===== config.mk =====
export PLATFORM = sky130hd
export DESIGN_NAME = table_adpcm_byte_decoder_top
export DESIGN_NICKNAME = d
export VERILOG_FILES = /design/src/design/tadpcm_pkg.sv /design/src/design/tadpcm_front.sv /design/src/design/tadpcm_back.sv /design/src/design/table_adpcm_byte_decoder_top.sv
export SDC_FILE = /design/constraint.sdc
export NUM_CORES = 1
export LEC_CHECK = 0
export BUFFER_PORTS_ARGS = -buffer_cell sky130_fd_sc_hd__buf_2
export CAP_MARGIN = 20
export CORE_UTILIZATION = 50
export DETAILED_ROUTE_END_ITERATION = 12
export HOLD_SLACK_MARGIN = 0.15
export PLACE_DENSITY = 0.69
export SYNTH_ARGS = -nofsm -noshare
export SYNTH_HDL_FRONTEND = slang
export SYNTH_SLANG_ARGS = --single-unit

===== constraint.sdc =====
create_clock -name aclk -period 3.9 [get_ports aclk]
set_clock_uncertainty 0.1 [all_clocks]
set_input_delay 0.195 -clock aclk [delete_from_list [all_inputs] [get_ports aclk]]
set_output_delay 0.195 -clock aclk [all_outputs]
set_load 0.02 [all_outputs]

===== src/design/tadpcm_pkg.sv =====
// Shared types and constants for the table-driven ADPCM byte decoder.
// Holds the slope ROM, field widths and the queue head struct; no dependencies.
package tadpcm_pkg;

    localparam int CodeW      = 8;
    localparam int NibbleW    = 4;
    localparam int SampleW    = 8;
    localparam int RowW       = 6;
    localparam int RomDepth   = 64;
    localparam int RomW       = 16;
    localparam int QueueDepthDefault = 2;

    localparam logic [SampleW-1:0] SampleMax = 8'hff;

    // Slope ROM: high byte is the step size, low bits the next row offset
    localparam logic [RomW-1:0] SlopeRom [RomDepth] = '{
        16'h0000, 16'h0100, 16'h0200, 16'h0400, 16'h0610, 16'h0810, 16'h0C18, 16'h1020,
        16'h0100, 16'h0300, 16'h0508, 16'h0908, 16'h0D18, 16'h1118, 16'h1920, 16'h2128,
        16'h0208, 16'h0508, 16'h0810, 16'h0E10, 16'h1420, 16'h1A20, 16'h2628, 16'h3230,
        16'h0310, 16'h0710, 16'h0B18, 16'h1318, 16'h1B28, 16'h2328, 16'h2930, 16'h4338,
        16'h0418, 16'h0918, 16'h0E20, 16'h1820, 16'h2230, 16'h2C30, 16'h4038, 16'h5438,
        16'h0520, 16'h0B20, 16'h1128, 16'h1D28, 16'h2938, 16'h3538, 16'h4D38, 16'h6F38,
        16'h0628, 16'h0D28, 16'h1430, 16'h2230, 16'h3038, 16'h3E38, 16'h5A38, 16'h7638,
        16'h0730, 16'h0F30, 16'h1738, 16'h2738, 16'h3738, 16'h4738, 16'h6738, 16'h7D38
    };

    // Head of the byte queue as seen by the decode side
    typedef struct packed {
        logic             valid;
        logic [CodeW-1:0] code_byte;
    } tadpcm_head_t;

endpackage


===== src/design/tadpcm_front.sv =====
// Front end: accepts code bytes from the input stream into a short queue.
// Depends on tadpcm_pkg for the head struct and field widths.
module tadpcm_front
    import tadpcm_pkg::*;
#(
    parameter int QUEUE_DEPTH = QueueDepthDefault
) (
    input  logic             aclk,
    input  logic             aresetn,
    input  logic             s_tvalid,
    output logic             s_tready,
    input  logic [CodeW-1:0] s_tdata,      // [7:0] code_byte
    output tadpcm_head_t     head,
    input  logic             pop
);

    localparam int PtrW = (QUEUE_DEPTH > 1) ? $clog2(QUEUE_DEPTH) : 1;
    localparam int CntW = $clog2(QUEUE_DEPTH + 1);
    localparam logic [CntW-1:0] DepthCnt = CntW'(QUEUE_DEPTH);

    logic [CodeW-1:0] queue_mem [QUEUE_DEPTH];
    logic [PtrW-1:0]  wr_ptr_reg, wr_ptr_next;
    logic [PtrW-1:0]  rd_ptr_reg, rd_ptr_next;
    logic [CntW-1:0]  count_reg, count_next;
    logic             push;
    logic             do_pop;

    assign s_tready = (count_reg != DepthCnt);
    assign push     = s_tvalid && s_tready;
    assign do_pop   = pop && (count_reg != '0);

    // Advance pointers and fill count
    always_comb begin
        wr_ptr_next = wr_ptr_reg;
        rd_ptr_next = rd_ptr_reg;
        count_next  = count_reg;
        if (push) begin
            wr_ptr_next = (wr_ptr_reg == PtrW'(QUEUE_DEPTH - 1)) ? '0 : wr_ptr_reg + 1'b1;
        end
        if (do_pop) begin
            rd_ptr_next = (rd_ptr_reg == PtrW'(QUEUE_DEPTH - 1)) ? '0 : rd_ptr_reg + 1'b1;
        end
        case ({push, do_pop})
            2'b10:   count_next = count_reg + 1'b1;
            2'b01:   count_next = count_reg - 1'b1;
            default: count_next = count_reg;
        endcase
    end

    always_ff @(posedge aclk) begin
        if (!aresetn) begin
            wr_ptr_reg <= '0;
            rd_ptr_reg <= '0;
            count_reg  <= '0;
        end else begin
            wr_ptr_reg <= wr_ptr_next;
            rd_ptr_reg <= rd_ptr_next;
            count_reg  <= count_next;
        end
    end

    // Store each transfer in the queue
    always_ff @(posedge aclk) begin
        if (push) begin
            queue_mem[wr_ptr_reg] <= s_tdata;
        end
    end

    assign head.valid     = (count_reg != '0);
    assign head.code_byte = queue_mem[rd_ptr_reg];

endmodule


===== src/design/tadpcm_back.sv =====
// Back end: decodes the queued byte one nibble per cycle while the output is not stalled,
// through the slope ROM, and holds each sample in the output register. Depends on tadpcm_pkg.
module tadpcm_back
    import tadpcm_pkg::*;
(
    input  logic               aclk,
    input  logic               aresetn,
    input  tadpcm_head_t       head,
    output logic               pop,
    output logic               m_tvalid,
    input  logic               m_tready,
    output logic [SampleW-1:0] m_tdata,   // [7:0] pcm_sample
    output logic               m_tlast    // last_of_pair
);

    logic               phase_reg, phase_next;     // 0: low nibble, 1: high nibble
    logic [SampleW-1:0] level_reg, level_next;
    logic [RowW-1:0]    row_reg, row_next;
    logic               m_valid_reg, m_valid_next;
    logic [SampleW-1:0] pcm_reg;
    logic               last_reg;

    logic               load;
    logic [NibbleW-1:0] nibble;
    logic [RowW-1:0]    rom_idx;
    logic [RomW-1:0]    entry;
    logic [SampleW-1:0] step;
    logic [SampleW:0]   sum;

    assign load   = head.valid && (!m_valid_reg || m_tready);
    assign pop    = load && phase_reg;
    assign nibble = phase_reg ? head.code_byte[7:4] : head.code_byte[3:0];

    // Look up the slope entry and update the running sample
    always_comb begin
        rom_idx    = row_reg | {3'b000, nibble[3:1]};
        entry      = SlopeRom[rom_idx];
        step       = entry[15:8];
        sum        = {1'b0, level_reg} + {1'b0, step};
        level_next = level_reg;
        row_next   = row_reg;
        phase_next = phase_reg;
        if (load) begin
            row_next   = entry[RowW-1:0];
            phase_next = ~phase_reg;
            if (nibble[0]) begin
                level_next = (step > level_reg) ? '0 : level_reg - step;
            end else begin
                level_next = sum[SampleW] ? SampleMax : sum[SampleW-1:0];
            end
        end
        m_valid_next = load ? 1'b1 : (m_tready ? 1'b0 : m_valid_reg);
    end

    always_ff @(posedge aclk) begin
        if (!aresetn) begin
            phase_reg   <= 1'b0;
            level_reg   <= '0;
            row_reg     <= '0;
            m_valid_reg <= 1'b0;
        end else begin
            phase_reg   <= phase_next;
            level_reg   <= level_next;
            row_reg     <= row_next;
            m_valid_reg <= m_valid_next;
        end
    end

    // Hold the sample until the output transfer completes
    always_ff @(posedge aclk) begin
        if (load) begin
            pcm_reg  <= level_next;
            last_reg <= phase_reg;
        end
    end

    assign m_tvalid = m_valid_reg;
    assign m_tdata  = pcm_reg;
    assign m_tlast  = last_reg;

endmodule


===== src/design/table_adpcm_byte_decoder_top.sv =====
// Table-driven ADPCM byte decoder: one code byte in, two 8-bit samples out.
// Each code byte is first written into the queue; its low-nibble sample is then registered in the output register.
// One sample per cycle while the output is not stalled; a byte leaves the queue only with its high nibble, from the
// single decode unit that updates the running sample once per nibble.
// Reset (aresetn low, synchronous) empties the queue and clears sample and row.
// Instantiates tadpcm_front and tadpcm_back; depends on tadpcm_pkg.
module table_adpcm_byte_decoder_top
    import tadpcm_pkg::*;
#(
    parameter int QUEUE_DEPTH = QueueDepthDefault
) (
    input  logic               aclk,
    input  logic               aresetn,
    input  logic               s_tvalid,
    output logic               s_tready,
    input  logic [CodeW-1:0]   s_tdata,   // [7:0] code_byte
    output logic               m_tvalid,
    input  logic               m_tready,
    output logic [SampleW-1:0] m_tdata,   // [7:0] pcm_sample
    output logic               m_tlast    // last_of_pair
);

    tadpcm_head_t head;
    logic         pop;

    // Accept and queue code bytes
    tadpcm_front #(
        .QUEUE_DEPTH(QUEUE_DEPTH)
    ) u_front (
        .aclk     (aclk),
        .aresetn  (aresetn),
        .s_tvalid (s_tvalid),
        .s_tready (s_tready),
        .s_tdata  (s_tdata),
        .head     (head),
        .pop      (pop)
    );

    // Decode nibbles and drive the result stream
    tadpcm_back u_back (
        .aclk     (aclk),
        .aresetn  (aresetn),
        .head     (head),
        .pop      (pop),
        .m_tvalid (m_tvalid),
        .m_tready (m_tready),
        .m_tdata  (m_tdata),
        .m_tlast  (m_tlast)
    );

`ifndef SYNTHESIS
    a_reset_clears_out: assert property (@(posedge aclk)
        !aresetn |=> !m_tvalid)
        else $error("output valid after reset");

    a_pop_has_head: assert property (@(posedge aclk) disable iff (!aresetn)
        pop |-> head.valid)
        else $error("queue popped while empty");

    a_pop_gives_last: assert property (@(posedge aclk) disable iff (!aresetn)
        pop |=> m_tvalid && m_tlast)
        else $error("byte retired without its high-nibble sample");
`endif

endmodule


Word level (Yosys, flattened, before mapping)
Memory sizes are Yosys's and may differ from the RTL's. A register that Yosys moved wholly into a read port is not among the register bits.
Cells that the tools add are included.
- reduce and logical (&&, ||, !) cells: 9
- order comparisons: 2
- $add $sub $neg: 6
- equality and inequality tests: 3
- bitwise gates (word level): 3
- muxes and demuxes: 16
- operators by type and width (cell ; number):
    $mux W16 ; 2
    $mux W8 ; 4
    $add A8 B8 Y9 ; 1
    $gt A8 B8 Y1 ; 1
    $mux W1 ; 8
    $sub A8 B8 Y8 ; 1
    $ge A7 B7 Y1 const B ; 1
    $not A6 Y7 ; 1
    $or A6 B3 Y6 ; 1
    $reduce_bool A2 Y1 ; 3
    $logic_and A1 B1 Y1 ; 4
    $mux W4 ; 1
    $pmux W2 S2 ; 1
    $add A1 B1 Y1 const B ; 2
    $add A2 B1 Y2 const B ; 1
    $eq A2 B1 Y1 const B ; 1
    $eq A2 B2 Y1 const B ; 1
    $ne A2 B2 Y1 const B ; 1
    $sub A2 B1 Y2 const B ; 1
    $logic_not A1 Y1 ; 1
    $logic_or A1 B1 Y1 ; 1
    $not A1 Y1 ; 1
- RAM bits: 16
- logic and storage cells: 50
- output and inout port bits: 11
- ROM bits: 1024
- flip-flop bits (word level): 29
- memories kept: 2
- input bits: 12
- memory list (name ; words ; width ; read ports ; clocked after memory_dff ; write ports ; line ; source):
    (no name shown) ; 64 ; 16 ; 1 ; 0 ; 0 ; tadpcm_back.sv:37 ; entry = SlopeRom[rom_idx];
    u_front.queue_mem ; 2 ; 8 ; 1 ; 1 ; 1 ; tadpcm_front.sv:21 ; logic [CodeW-1:0] queue_mem [QUEUE_DEPTH];

Depth between registers and ports, before layout
Gate-level depths: netlist (run 1).
- depth after elaboration: 10
- depth in mapped cells: 16

Hierarchy
From an unflattened synthesis (run 1), not the netlist that was laid out.
- cell total of the unflattened synthesis: 343
- area total of the unflattened synthesis: 3238.1 um2
- modules (own cells, without submodules) (module ; instances ; cells an instance ; area each (um2)):
    tadpcm_back ; 1 ; 294 ; 2427.3
    tadpcm_front ; 1 ; 49 ; 810.8

Least setup slack after synthesis (run 1)
Ideal clock, no wire load.
- kind: flip-flop to flip-flop
- start point: reg with a tool-made name
- end point: reg u_back.pcm_reg[6], in the netlist u_back.m_tdata[6] (data pin)
- setup time: 0.266 ns
- setup slack: -0.326 ns
- data arrival time: 3.860 ns
- clock period less this slack: 4.226 ns
- path buffers: 1
- required time: 3.534 ns
- cell stages (with the launch flop): 14
- cell sequence: dfxtp_1 > mux4_2 > ha_1 > or2_0 > a21oi_1 > a2111oi_0 > or3_1 > ha_1 > buf_2 > a211o_1 > a2111oi_4 > nor2_1 > a2111oi_2 > nor2_1
- RTL lines (what ; line ; source):
    end signal: assignment ; tadpcm_back.sv:72 ; pcm_reg <= level_next;
    end: declaration ; tadpcm_back.sv:20 ; logic [SampleW-1:0] pcm_reg;

==> PnR_summary.wiki, run 1 <==
{| class="wikitable"
! Metric !! Value
|-
| Largest net degree at the start of global routing || 23
|-
| Clk buf depth || 2
|-
| Worst endpoint data arrival time || slightly above 4 ns
|-
| Critical Path Slowest Stage Cell || sky130_fd_sc_hd__mux4_2
|-
| Final total negative setup slack || -1.457 ns
|-
| Fin. max-slew vios || 0
|-
| Number of antenna repair diodes || 0
|-
| Post-synthesis share of cell area spent on and, or, nand and nor gates || 15.54%
|-
| Failing checks || negative setup slack
|-
| Router iterations before antenna repair || 4
|-
| Final Total Pwr || 4.561 mW
|-
| First-pass GRT wire length || 13.08 mm
|-
| Status || finished with violations
|-
| Worst setup path endpoint || u_back.m_tdata[4]$_DFFE_PP_
|-
| I/O pins || 23
|-
| Clk sink count || 43
|-
| TritonCTS Buffers || 5
|-
| Initial antenna violation count || 0
|-
| Final routed DRC violation total || 0
|-
| Nature of the critical path startpoint || flop
|-
| Final global-route overflow total || 0
|-
| Stages on the worst setup path || 14
|-
| Placed insts || 477
|-
| Maximum resistive drop on vdd || 622.9 µV
|-
| TritonCTS clock tree || done
|-
| Number of non-filler instances in the completed layout || 505
|-
| Number of global-route vias before repair || 2812
|-
| Overall fraction of global-route tracks in use || about a quarter
|-
| Commonest non-fill, non-tap cell in the layout || sky130_fd_sc_hd__buf_4
|-
| Delay contributed by the slowest stage of the critical path || 0.64 ns
|-
| Static Leakage || 1.778 nW
|-
| Core box area || 6314 µm²
|-
| Synth Register Bits || 43
|-
| Max-Slew Margin vs Limit || 43.18%
|-
| Crit path buf inv count || 2
|-
| Number of nets at the end of the flow || 469
|-
| Min Tclk post-route || approximately 4.1 ns
|-
| Per-instance average area after synthesis || ~9.5 µm²
|-
| Xor-xnor portion of the synthesized cell area || 2.955%
|-
| Critical path class || reg2reg
|-
| Adder-cell area share of the yosys netlist || 11.97%
|-
| Number of nets in the synthesized netlist || 387
|-
| Final core area utilization || 68.71%
|-
| Initial DRC count || 242
|-
| Max Cap Violations || 0
|-
| Required arrival time at the worst endpoint || 3.86 ns
|-
| Filler cell count in the final layout || 500
|-
| Category of the worst setup path capture point || flop
|-
| Setup repair after global routing missed its margin || yes
|-
| Multiplexer share of the synthesized area || 6.370%
|-
| Worst-case setup margin in the final layout || -0.2449 ns
|-
| Post-synth top flop || sky130_fd_sc_hd__edfxtp_1
|-
| Final Wtd Congestion || 0.9037
|-
| Fmax achieved || 241.3 MHz
|-
| Sequential area share after synthesis || 34.08%
|-
| Actual transition at the worst max-transition pin || ~0.85 ns
|-
| Top cell family by delay on the critical path || compound AO/OA/AOI/OAI gates
|-
| Largest family of logic cells by synthesized area || compound AO/OA/AOI/OAI gates
|-
| Total via count after detailed routing || 3056
|-
| Clock network latency to the later pin of the worst-skew pair || 0.31 ns
|-
| Post-detail-place hpwl || 5.962 mm
|-
| Proportion of synthesized flip-flops having asynchronous set or reset || 0%
|-
| Max H-tree Level || 2
|-
| Aggregate routed wire length || 8.923 mm
|-
| Crit-path max FO || 6
|-
| Height of the die || 82.76 µm
|-
| Count of input and output buffers || 22
|-
| Number of rows in the core area || 29
|-
| Syn Std Cell Area || ~3300 µm²
|-
| Initial core utilization || 51.64%
|-
| Worst Hold Class || in2reg
|-
| Power density cells || 1052 nW/µm²
|-
| Yosys warnings || 0
|-
| Number of enable-type register cells in the synthesized netlist || 25
|-
| Residual antenna-violating net count after detailed routing || 0
|-
| CTS Root Cell || sky130_fd_sc_hd__clkbuf_8
|-
| Share of cells above drive strength 1 || 34.58%
|-
| Clock-pin slew of the registers on the worst-case setup and hold paths || around 0.090 ns
|-
| Share of the synthesized area in compound gates (AO/OA/AOI/OAI) || about a quarter
|-
| Setup slack of the worst register-to-register path || -0.24 ns
|-
| Cells after synthesis || 345
|-
| Final clock period utilization by the worst path || 106.3%
|-
| Layout Area Growth over Synthesis || 33.04%
|-
| Commonest non-fill, non-tap cells in the layout || sky130_fd_sc_hd__buf_4 (60), sky130_fd_sc_hd__nor2_1 (26), sky130_fd_sc_hd__edfxtp_1 (25), sky130_fd_sc_hd__buf_2 (22), sky130_fd_sc_hd__ha_1 (21)
|-
| Worst-case reg-to-reg path depth || 14
|-
| Hold violation count in the final report || 0
|-
| Flip-flop count of the largest register, all copies and words added || 16
|-
| Area enclosed by the die boundary || 6848 µm²
|-
| Number of setup violations in the final report || 11
|-
| Die X-Extent || 82.76 µm
|-
| Via/cell ratio || a little over 6
|-
| Sequence of cells on the critical path || mux4_2 > inv_4 > ha_4 > mux2i_1 > mux2i_1 > nor3_1 > or3_1 > ha_4 > a211o_1 > a2111oi_4 > buf_4 > o31ai_4 > o21ba_4 > nor2_2
|-
| Netlist cell types || 67
|-
| Terminus of the critical flop-to-flop path || u_back.m_tdata[4]$_DFFE_PP_
|-
| Final routed wire length divided by cell count || 17.67 µm
|}
[repair_timing]
item | 4_1_cts | 5_1_grt
gates cloned | 0 | 1
pin swaps | 20 | 2
setup buffers | 8 | 1
hold endpoints to repair | 19 | 0
endpoints found under the setup margin | 13 | 16
resized for setup | 27 | 15
hold buffers | 10 | 0
[logic make-up after synthesis]
logic type / Yosys count
AOI/OAI and AO/OA: 104
buffers and inverters: 42
xor gates and xnor gates: 11
and+or+nand+nor: 100
adders and majority gates: 30
muxes: 15
DFF: 43
[worst reg2reg max path, cell delays in order, from the launching register on]
cell and delay [ns]:
sky130_fd_sc_hd__dfxtp_4 0.38, sky130_fd_sc_hd__mux4_2 0.64, sky130_fd_sc_hd__inv_4 0.13, sky130_fd_sc_hd__ha_4 0.21, sky130_fd_sc_hd__mux2i_1 0.23, sky130_fd_sc_hd__mux2i_1 0.13
sky130_fd_sc_hd__nor3_1 0.28, sky130_fd_sc_hd__or3_1 0.21, sky130_fd_sc_hd__ha_4 0.21, sky130_fd_sc_hd__a211o_1 0.36, sky130_fd_sc_hd__a2111oi_4 0.40, sky130_fd_sc_hd__buf_4 0.19
sky130_fd_sc_hd__o31ai_4 0.09, sky130_fd_sc_hd__o21ba_4 0.29, sky130_fd_sc_hd__nor2_2 0.05
[metrics by stage]
| stage | instance area, µm² | setup WS, ns | hold WS (ns) |
|---|---|---|---|
| floorplan | 3324 | -0.1166 | 0.1939 |
| CTS | 4248 | -0.1050 | 0.1825 |
| global placement | 3817 | -0.1816 | 0.2829 |
| finish | 4338 | -0.2449 | 0.1863 |
| detailed placement | 3817 | -0.2576 | 0.2876 |
| global route | 4338 | -0.3880 | 0.2358 |
[cell usage after synthesis (7+ instances only)]
library cell               count  area, µm²
sky130_fd_sc_hd__o21ai_0      18      90.09
sky130_fd_sc_hd__inv_1        19      71.32
sky130_fd_sc_hd__mux2i_1       8      80.08
sky130_fd_sc_hd__dfxtp_1      18      360.4
sky130_fd_sc_hd__nand2_1      14      52.55
sky130_fd_sc_hd__clkbuf_1      9      33.78
sky130_fd_sc_hd__nor3_1       14      70.07
sky130_fd_sc_hd__a211oi_1      7      52.55
sky130_fd_sc_hd__nor2_1       28      105.1
sky130_fd_sc_hd__ha_1         28      350.3
sky130_fd_sc_hd__edfxtp_1     25      750.7
sky130_fd_sc_hd__a21oi_1      20      100.1
[cell type report]
type | instances | area, µm² | share of cell area [%]
Tap cell | 77 | 96.34 | 2.221
Timing Repair Buffer | 94 | 683.2 | 15.75
Sequential cell | 43 | 1115 | 25.70
Multi-Input combinational cell | 261 | 2216 | 51.08
Clock buffer | 5 | 68.82 | 1.586
Inverter | 22 | 87.58 | 2.019
Clock inverter | 3 | 71.32 | 1.644
[worst min path at each step]
| stage | endpoint | from | depth (start not counted) |
|---|---|---|---|
| CTS | u_front.wr_ptr_reg$_SDFFE_PN0P_ | s_tvalid | 4 |
| finish | u_front.wr_ptr_reg$_SDFFE_PN0P_ | s_tvalid | 4 |
| global route | u_front.wr_ptr_reg$_SDFFE_PN0P_ | s_tvalid | 4 |
| detailed placement | u_front.queue_mem[0][6]$_DFFE_PP_ | s_tdata[6] | 1 |
| floorplan | u_front.queue_mem[0][0]$_DFFE_PP_ | s_tdata[0] | 0 |
| global placement | u_front.queue_mem[0][1]$_DFFE_PP_ | s_tdata[1] | 1 |
[where the power goes]
group | switching (mW) | leakage [nW] | internal (mW)
clock | 0.182 | 0.0703 | 0.260
combinational | 1.78 | 1.32 | 1.55
sequential | 0.114 | 0.385 | 0.666
total | 2.08 | 1.78 | 2.48
[layer usage]
metal / up-vias / track usage, % / share of wire [%]
met5: - / 0 / 0
met4: 0 / 7.931 / 1.4
met3: 15 / 4.615 / 3.8
met2: 100 / 44.43 / 49
met1: 1480 / 32.90 / 46
li1: 1461 / - / -
Note: power is estimated with default switching activity, not from simulation.
==> inputs of run 2 (changes only) <==
--- a/config.mk
+++ b/config.mk
@@ -11,6 +11,8 @@
 export DETAILED_ROUTE_END_ITERATION = 12
 export HOLD_SLACK_MARGIN = 0.15
 export PLACE_DENSITY = 0.69
+export SLEW_MARGIN = 20
 export SYNTH_ARGS = -nofsm -noshare
 export SYNTH_HDL_FRONTEND = slang
 export SYNTH_SLANG_ARGS = --single-unit
+export TNS_END_PERCENT = 30
==> run 2 against run 1 <==
The flow still finishes with violations (negative setup slack). Non-clock buffer count up 7. Core utilization up 1.7 points. First-iteration DRC count down 7.4%. Critical path depth down 1.
==> PnR_summary.wiki, run 2 (synthesis results as in run 1) <==
{| class="wikitable"
! Metric !! Value
|-
| Worst-case reg-to-reg path depth || 13
|-
| Initial antenna violation count || 0
|-
| Number of global-route vias before repair || 2807
|-
| Max Cap Violations || 0
|-
| Number of rows in the core area || 29
|-
| Crit-path max FO || 6
|-
| Post-layout instance area || ~4400 µm²
|-
| Number of nets at the end of the flow || ~480
|-
| Category of the worst setup path capture point || flop
|-
| First-pass GRT wire length || 12.90 mm
|-
| Die X-Extent || 82.76 µm
|-
| Core box area || approximately 6300 µm²
|-
| Aggregate routed wire length || 8.749 mm
|-
| Critical Path Slowest Stage Cell || sky130_fd_sc_hd__mux4_2
|-
| TritonCTS clock tree || done
|-
| Worst setup path endpoint || u_back.m_tdata[2]$_DFFE_PP_
|-
| Setup slack of the worst register-to-register path || -0.10 ns
|-
| Clock-pin slew of the registers on the worst-case setup and hold paths || 0.09 ns
|-
| Terminus of the critical flop-to-flop path || u_back.m_tdata[2]$_DFFE_PP_
|-
| Setup slack after placement || -0.2489 ns
|-
| Initial DRC count || 224
|-
| I/O pins || 23
|-
| Final clock period utilization by the worst path || 102.6%
|-
| Top cell family by delay on the critical path || compound AO/OA/AOI/OAI gates
|-
| TritonCTS Buffers || 5
|-
| Status || finished with violations
|-
| Initial core utilization || approximately half
|-
| Cell mode on critical path || sky130_fd_sc_hd__ha_4
|-
| CTS Root Cell || sky130_fd_sc_hd__clkbuf_8
|-
| Critical path class || reg2reg
|-
| GR met3 Demand/Resource || 3.736%
|-
| Met2 track utilization from global routing || a little over two fifths
|-
| Nature of the critical path startpoint || flop
|-
| Post-detail-place hpwl || 5.950 mm
|-
| Final global-route overflow total || 0
|-
| Final Wtd Congestion || between 0.9 and 1
|-
| Number of antenna repair diodes || 0
|-
| Layout Area Growth over Synthesis || 36.38%
|-
| Setup repair after global routing missed its margin || yes
|-
| Residual antenna-violating net count after detailed routing || 0
|-
| Delay contributed by the slowest stage of the critical path || 0.64 ns
|-
| Final routed wire length divided by cell count || about 17 µm
|-
| Number of non-filler instances in the completed layout || 511
|-
| Layer with the highest usage || met2
|-
| Final total negative setup slack || -0.3394 ns
|-
| Commonest non-fill, non-tap cell in the layout || sky130_fd_sc_hd__buf_4
|-
| Fin. max-slew vios || 0
|-
| Clock network latency to the later pin of the worst-skew pair || 0.30 ns
|-
| Largest net degree at the start of global routing || 24
|-
| Crit path buf inv count || 1
|-
| Overall fraction of global-route tracks in use || roughly 25%
|-
| Via/cell ratio || ~6.0
|-
| Placed insts || 484
|-
| Total via count after detailed routing || 3052
|-
| Router iterations before antenna repair || 4
|-
| Area enclosed by the die boundary || ~6800 µm²
|-
| Placed inst area || 3857 µm²
|-
| Final routed DRC violation total || 0
|-
| Clk sink count || 43
|-
| Flip-flop count of the largest register, all copies and words added || 16
|-
| Max-Slew Margin vs Limit || 38.04%
|-
| Min Tclk post-route || 4.002 ns
|-
| Sequence of cells on the critical path || mux4_2 > inv_4 > ha_4 > mux2i_2 > mux2i_1 > nor3_2 > or3_4 > ha_4 > a211o_1 > a2111oi_4 > o31ai_4 > a311oi_2 > nor2_1
|-
| GR Layer Usage met1 || 32.95%
|-
| Count of input and output buffers || 22
|-
| Stages on the worst setup path || 13
|-
| Clk buf depth || 2
|-
| Failing checks || negative setup slack
|-
| Height of the die || about 83 µm
|-
| Number of setup violations in the final report || 10
|-
| Actual transition at the worst max-transition pin || 0.9281 ns
|-
| Fmax achieved || 249.9 MHz
|-
| Worst-case setup margin in the final layout || -0.1022 ns
|-
| Worst Hold Class || in2reg
|-
| Max H-tree Level || 2
|-
| Worst endpoint data arrival time || between 3 and 4 ns
|-
| Share of cells above drive strength 1 || 38.02%
|-
| Required arrival time at the worst endpoint || around 3.9 ns
|-
| Hold violation count in the final report || 0
|-
| Commonest non-fill, non-tap cells in the layout || sky130_fd_sc_hd__buf_4 (64), sky130_fd_sc_hd__nor2_1 (26), sky130_fd_sc_hd__edfxtp_1 (25), sky130_fd_sc_hd__buf_2 (22), sky130_fd_sc_hd__ha_1 (19)
|}
==> run 2: per-layer routing <==
layer | routed length (µm) | share of wire (%)
met5 | 0 | 0
met4 | 141 | 1.6
met3 | 386 | 4.4
met2 | 4297 | 49
met1 | 3925 | 45
==> run 2: worst min-delay path, stage by stage <==
cell	delay [ns]
sky130_fd_sc_hd__buf_2	0.08
sky130_fd_sc_hd__nand2_1	0.09
sky130_fd_sc_hd__xor2_1	0.14
sky130_fd_sc_hd__nor2_1	0.05
==> run 2: cell type report <==
cell class,count,area (µm²)
fill,484,1867
sequential,43,1115
clock buffer,5,68.82
tap,77,96.34
multi-input combinational,260,2285
clock inverter,3,38.79
inverter,22,87.58
timing repair buffer,101,755.7
==> run 2: worst min-delay path by stage <==
| stage | from | end | slack [ns] | depth (start not counted) |
|---|---|---|---|---|
| 2_1_floorplan | s_tdata[0] | u_front.queue_mem[0][0]$_DFFE_PP_ | 0.19 | 0 |
| 3_3_place_gp | s_tdata[4] | u_front.queue_mem[0][4]$_DFFE_PP_ | 0.28 | 1 |
| 3_5_place_dp | s_tdata[4] | u_front.queue_mem[0][4]$_DFFE_PP_ | 0.29 | 1 |
| 4_1_cts | s_tvalid | u_front.wr_ptr_reg$_SDFFE_PN0P_ | 0.20 | 4 |
| 5_1_grt | s_tvalid | u_front.wr_ptr_reg$_SDFFE_PN0P_ | 0.25 | 4 |
| 6_report | s_tvalid | u_front.wr_ptr_reg$_SDFFE_PN0P_ | 0.20 | 4 |
==> run 2: what timing repair did <==
action / 4_1_cts / 5_1_grt
pin swaps: 7 / 28
gates resized for setup: 17 / 47
setup buffers: 5 / 5
hold endpoints to repair: 19 / 0
setup endpoints to repair: 13 / 16
cloned: 0 / 0
hold buffers: 10 / 0
==> run 2: stage by stage <==
step | utilization (%) | hold slack, ns
floorplan | - | 0.1939
global placement | 61.10 | 0.2815
detailed placement | 61.10 | 0.2864
CTS | 66.47 | 0.2006
global route | 70.43 | 0.2540
finish | 70.43 | 0.1987
Power of run 2 is not shown: default switching activity piles up to over one toggle a cycle in this logic, so the estimate is an artifact.
==> inputs of run 3 (changes only) <==
--- a/config.mk
+++ b/config.mk
@@ -7,10 +7,12 @@
 export LEC_CHECK = 0
 export BUFFER_PORTS_ARGS = -buffer_cell sky130_fd_sc_hd__buf_2
 export CAP_MARGIN = 20
+export CORE_MARGIN = 3
 export CORE_UTILIZATION = 50
 export DETAILED_ROUTE_END_ITERATION = 12
 export HOLD_SLACK_MARGIN = 0.15
 export PLACE_DENSITY = 0.69
+export SKIP_CTS_REPAIR_TIMING = 1
 export SLEW_MARGIN = 20
 export SYNTH_ARGS = -nofsm -noshare
 export SYNTH_HDL_FRONTEND = slang
==> constraint.sdc (replaced) <==
create_clock -name aclk -period 3.9 [get_ports aclk]
set_clock_uncertainty 0.1 [all_clocks]
set_input_delay 0.195 -clock aclk [delete_from_list [all_inputs] [get_ports aclk]]
set_output_delay 0.195 -clock aclk [all_outputs]
set_load 0.1 [all_outputs]
==> run 3 against run 2 <==
The flow still finishes with violations (negative setup slack). Die area is 9.9% higher. Sequential cell count unchanged. Worst hold slack worse by 0.045 ns. Via count shrank 0.62%.
==> PnR_summary.wiki, run 3 (synthesis results as in run 1) <==
{| class="wikitable"
! Metric !! Value
|-
| Status || finished with violations
|-
| Failing checks || negative setup slack
|-
| Number of setup violations in the final report || 7
|-
| Initial core utilization || 53.18%
|-
| Worst hold margin || about 0.15 ns
|-
| Flip-flop count of the largest register, all copies and words added || 16
|-
| Clock-pin slew of the registers on the worst-case setup and hold paths || 0.10 ns
|-
| Initial DRC count || 332
|-
| Worst endpoint data arrival time || 3.98 ns
|-
| Min Tclk post-route || 4.023 ns
|-
| Critical Path Slowest Stage Cell || sky130_fd_sc_hd__mux4_2
|-
| Number of global-route vias before repair || 2669
|-
| Final routed wire length divided by cell count || 17.26 µm
|-
| Die X-Extent || around 87 µm
|-
| Hold violation count in the final report || 0
|-
| Total via count after detailed routing || 3033
|-
| Initial antenna violation count || 0
|-
| Aggregate routed wire length || 8.645 mm
|-
| CTS Root Cell || sky130_fd_sc_hd__clkbuf_8
|-
| Clk sink count || 43
|-
| Startpoint of the worst hold path || m_tready
|-
| Commonest non-fill, non-tap cells in the layout || sky130_fd_sc_hd__buf_4 (58), sky130_fd_sc_hd__nor2_1 (27), sky130_fd_sc_hd__edfxtp_1 (25), sky130_fd_sc_hd__buf_2 (22), sky130_fd_sc_hd__ha_1 (19)
|-
| Final Wtd Congestion || a little over 0.9
|-
| Number of rows in the core area || 28
|-
| Fmax achieved || 248.5 MHz
|-
| Router iterations before antenna repair || 5
|-
| Setup slack of the worst register-to-register path || -0.12 ns
|-
| Category of the worst setup path capture point || flop
|-
| Actual transition at the worst max-transition pin || 0.9029 ns
|-
| Clock network latency to the later pin of the worst-skew pair || 0.30 ns
|-
| TritonCTS Buffers || 5
|-
| Number of nets at the end of the flow || 467
|-
| Count of input and output buffers || 22
|-
| Setup repair after global routing missed its margin || yes
|-
| Worst-case setup margin in the final layout || -0.1235 ns
|-
| Fin. max-slew vios || 0
|-
| Sequence of cells on the critical path || mux4_2 > ha_2 > or2_2 > a211oi_1 > a41o_1 > nor3_2 > ha_1 > buf_6 > o21a_4 > a2111oi_4 > buf_4 > o31ai_4 > a311oi_2 > nor2_1
|-
| Max-Slew Margin vs Limit || around two fifths
|-
| Residual antenna-violating net count after detailed routing || 0
|-
| First-pass GRT wire length || 12.77 mm
|-
| Area enclosed by the die boundary || 7526 µm²
|-
| Clk buf depth || 2
|-
| Height of the die || roughly 87 µm
|-
| Crit-path max FO || 5
|-
| Layout Area Growth over Synthesis || 33.50%
|-
| Final core area utilization || 71.00%
|-
| Worst-case reg-to-reg path depth || 14
|-
| Overall fraction of global-route tracks in use || 21.51%
|-
| TritonCTS clock tree || done
|-
| Nature of the critical path startpoint || flop
|-
| Final clock period utilization by the worst path || 103.2%
|-
| Largest net degree at the start of global routing || 23
|-
| Share of cells above drive strength 1 || 36.15%
|-
| Core box area || 6131 µm²
|-
| Worst Hold Class || in2reg
|-
| Max Cap Violations || 0
|-
| Commonest non-fill, non-tap cell in the layout || sky130_fd_sc_hd__buf_4
|-
| Final global-route overflow total || 0
|-
| Number of antenna repair diodes || 0
|-
| Required arrival time at the worst endpoint || 3.86 ns
|-
| Via/cell ratio || 6.054
|-
| Worst Hold Path EP || u_back.m_tvalid$_SDFFE_PN0P_
|-
| Final routed DRC violation total || 0
|-
| Terminus of the critical flop-to-flop path || u_back.m_tdata[2]$_DFFE_PP_
|-
| Max H-tree Level || 2
|-
| Number of instances on the worst hold path || 4
|-
| Delay contributed by the slowest stage of the critical path || between 0.6 and 0.7 ns
|-
| Critical path class || reg2reg
|-
| Final total negative setup slack || -0.4177 ns
|-
| Post-detail-place hpwl || ~6 mm
|-
| I/O pins || 23
|}
run 3: cell count changes in the layout (fill, tap and decap cells not counted), moves of 2 or more:
cell / previous run / this run
sky130_fd_sc_hd__buf_4: 64 / 58
sky130_fd_sc_hd__buf_6: 4 / 2
sky130_fd_sc_hd__ha_2: 2 / 4
sky130_fd_sc_hd__ha_4: 7 / 5
run 3: final cells by class:
class                           instances  area [µm²]
Clock buffer                            5       68.82
Clock inverter                          3       46.29
Fill cell                             469        1778
Inverter                               22       87.58
Multi-Input combinational cell        261        2263
Sequential cell                        43        1115
Tap cell                               75       93.84
Timing Repair Buffer                   92       678.2
run 3: stage by stage:
stage	cells	cell area [µm²]	setup WS (ns)
5_1_grt	501	4353	-0.2601
4_1_cts	487	3960	-0.2189
2_1_floorplan	345	3306	-0.1274
3_5_place_dp	479	3845	-0.2187
6_report	501	4353	-0.1235
3_3_place_gp	479	3845	-0.1608
run 3: worst max-delay path, delay by kind of cell, from the launching register on:
kind	cells	cell delay [ns]
simple gates	3	0.44
fa+ha+maj	2	0.57
mux	1	0.62
buf+inv	2	0.33
flops	1	0.38
compound gates	6	1.33
run 3: metal layers:
metal / global-route usage [%] / vias up / routed length [µm]
met3: 3.137 / 11 / 595
met1: 30.11 / 1464 / 3821
met4: 3.824 / 0 / 88
met5: 0 / - / 0
li1: - / 1467 / -
met2: 35.74 / 91 / 4140
run 3: worst max-delay path by stage:
stage          startpoint                     endpoint  slack, ns
2_1_floorplan        flop  u_back.m_tdata[6]$_DFFE_PP_      -0.13
3_3_place_gp         flop  u_back.m_tdata[6]$_DFFE_PP_      -0.16
3_5_place_dp         flop  u_back.m_tdata[6]$_DFFE_PP_      -0.22
4_1_cts              flop  u_back.m_tdata[6]$_DFFE_PP_      -0.22
5_1_grt              flop  u_back.m_tdata[2]$_DFFE_PP_      -0.26
6_report             flop  u_back.m_tdata[2]$_DFFE_PP_      -0.12
Power of run 3 is left out for the same reason.
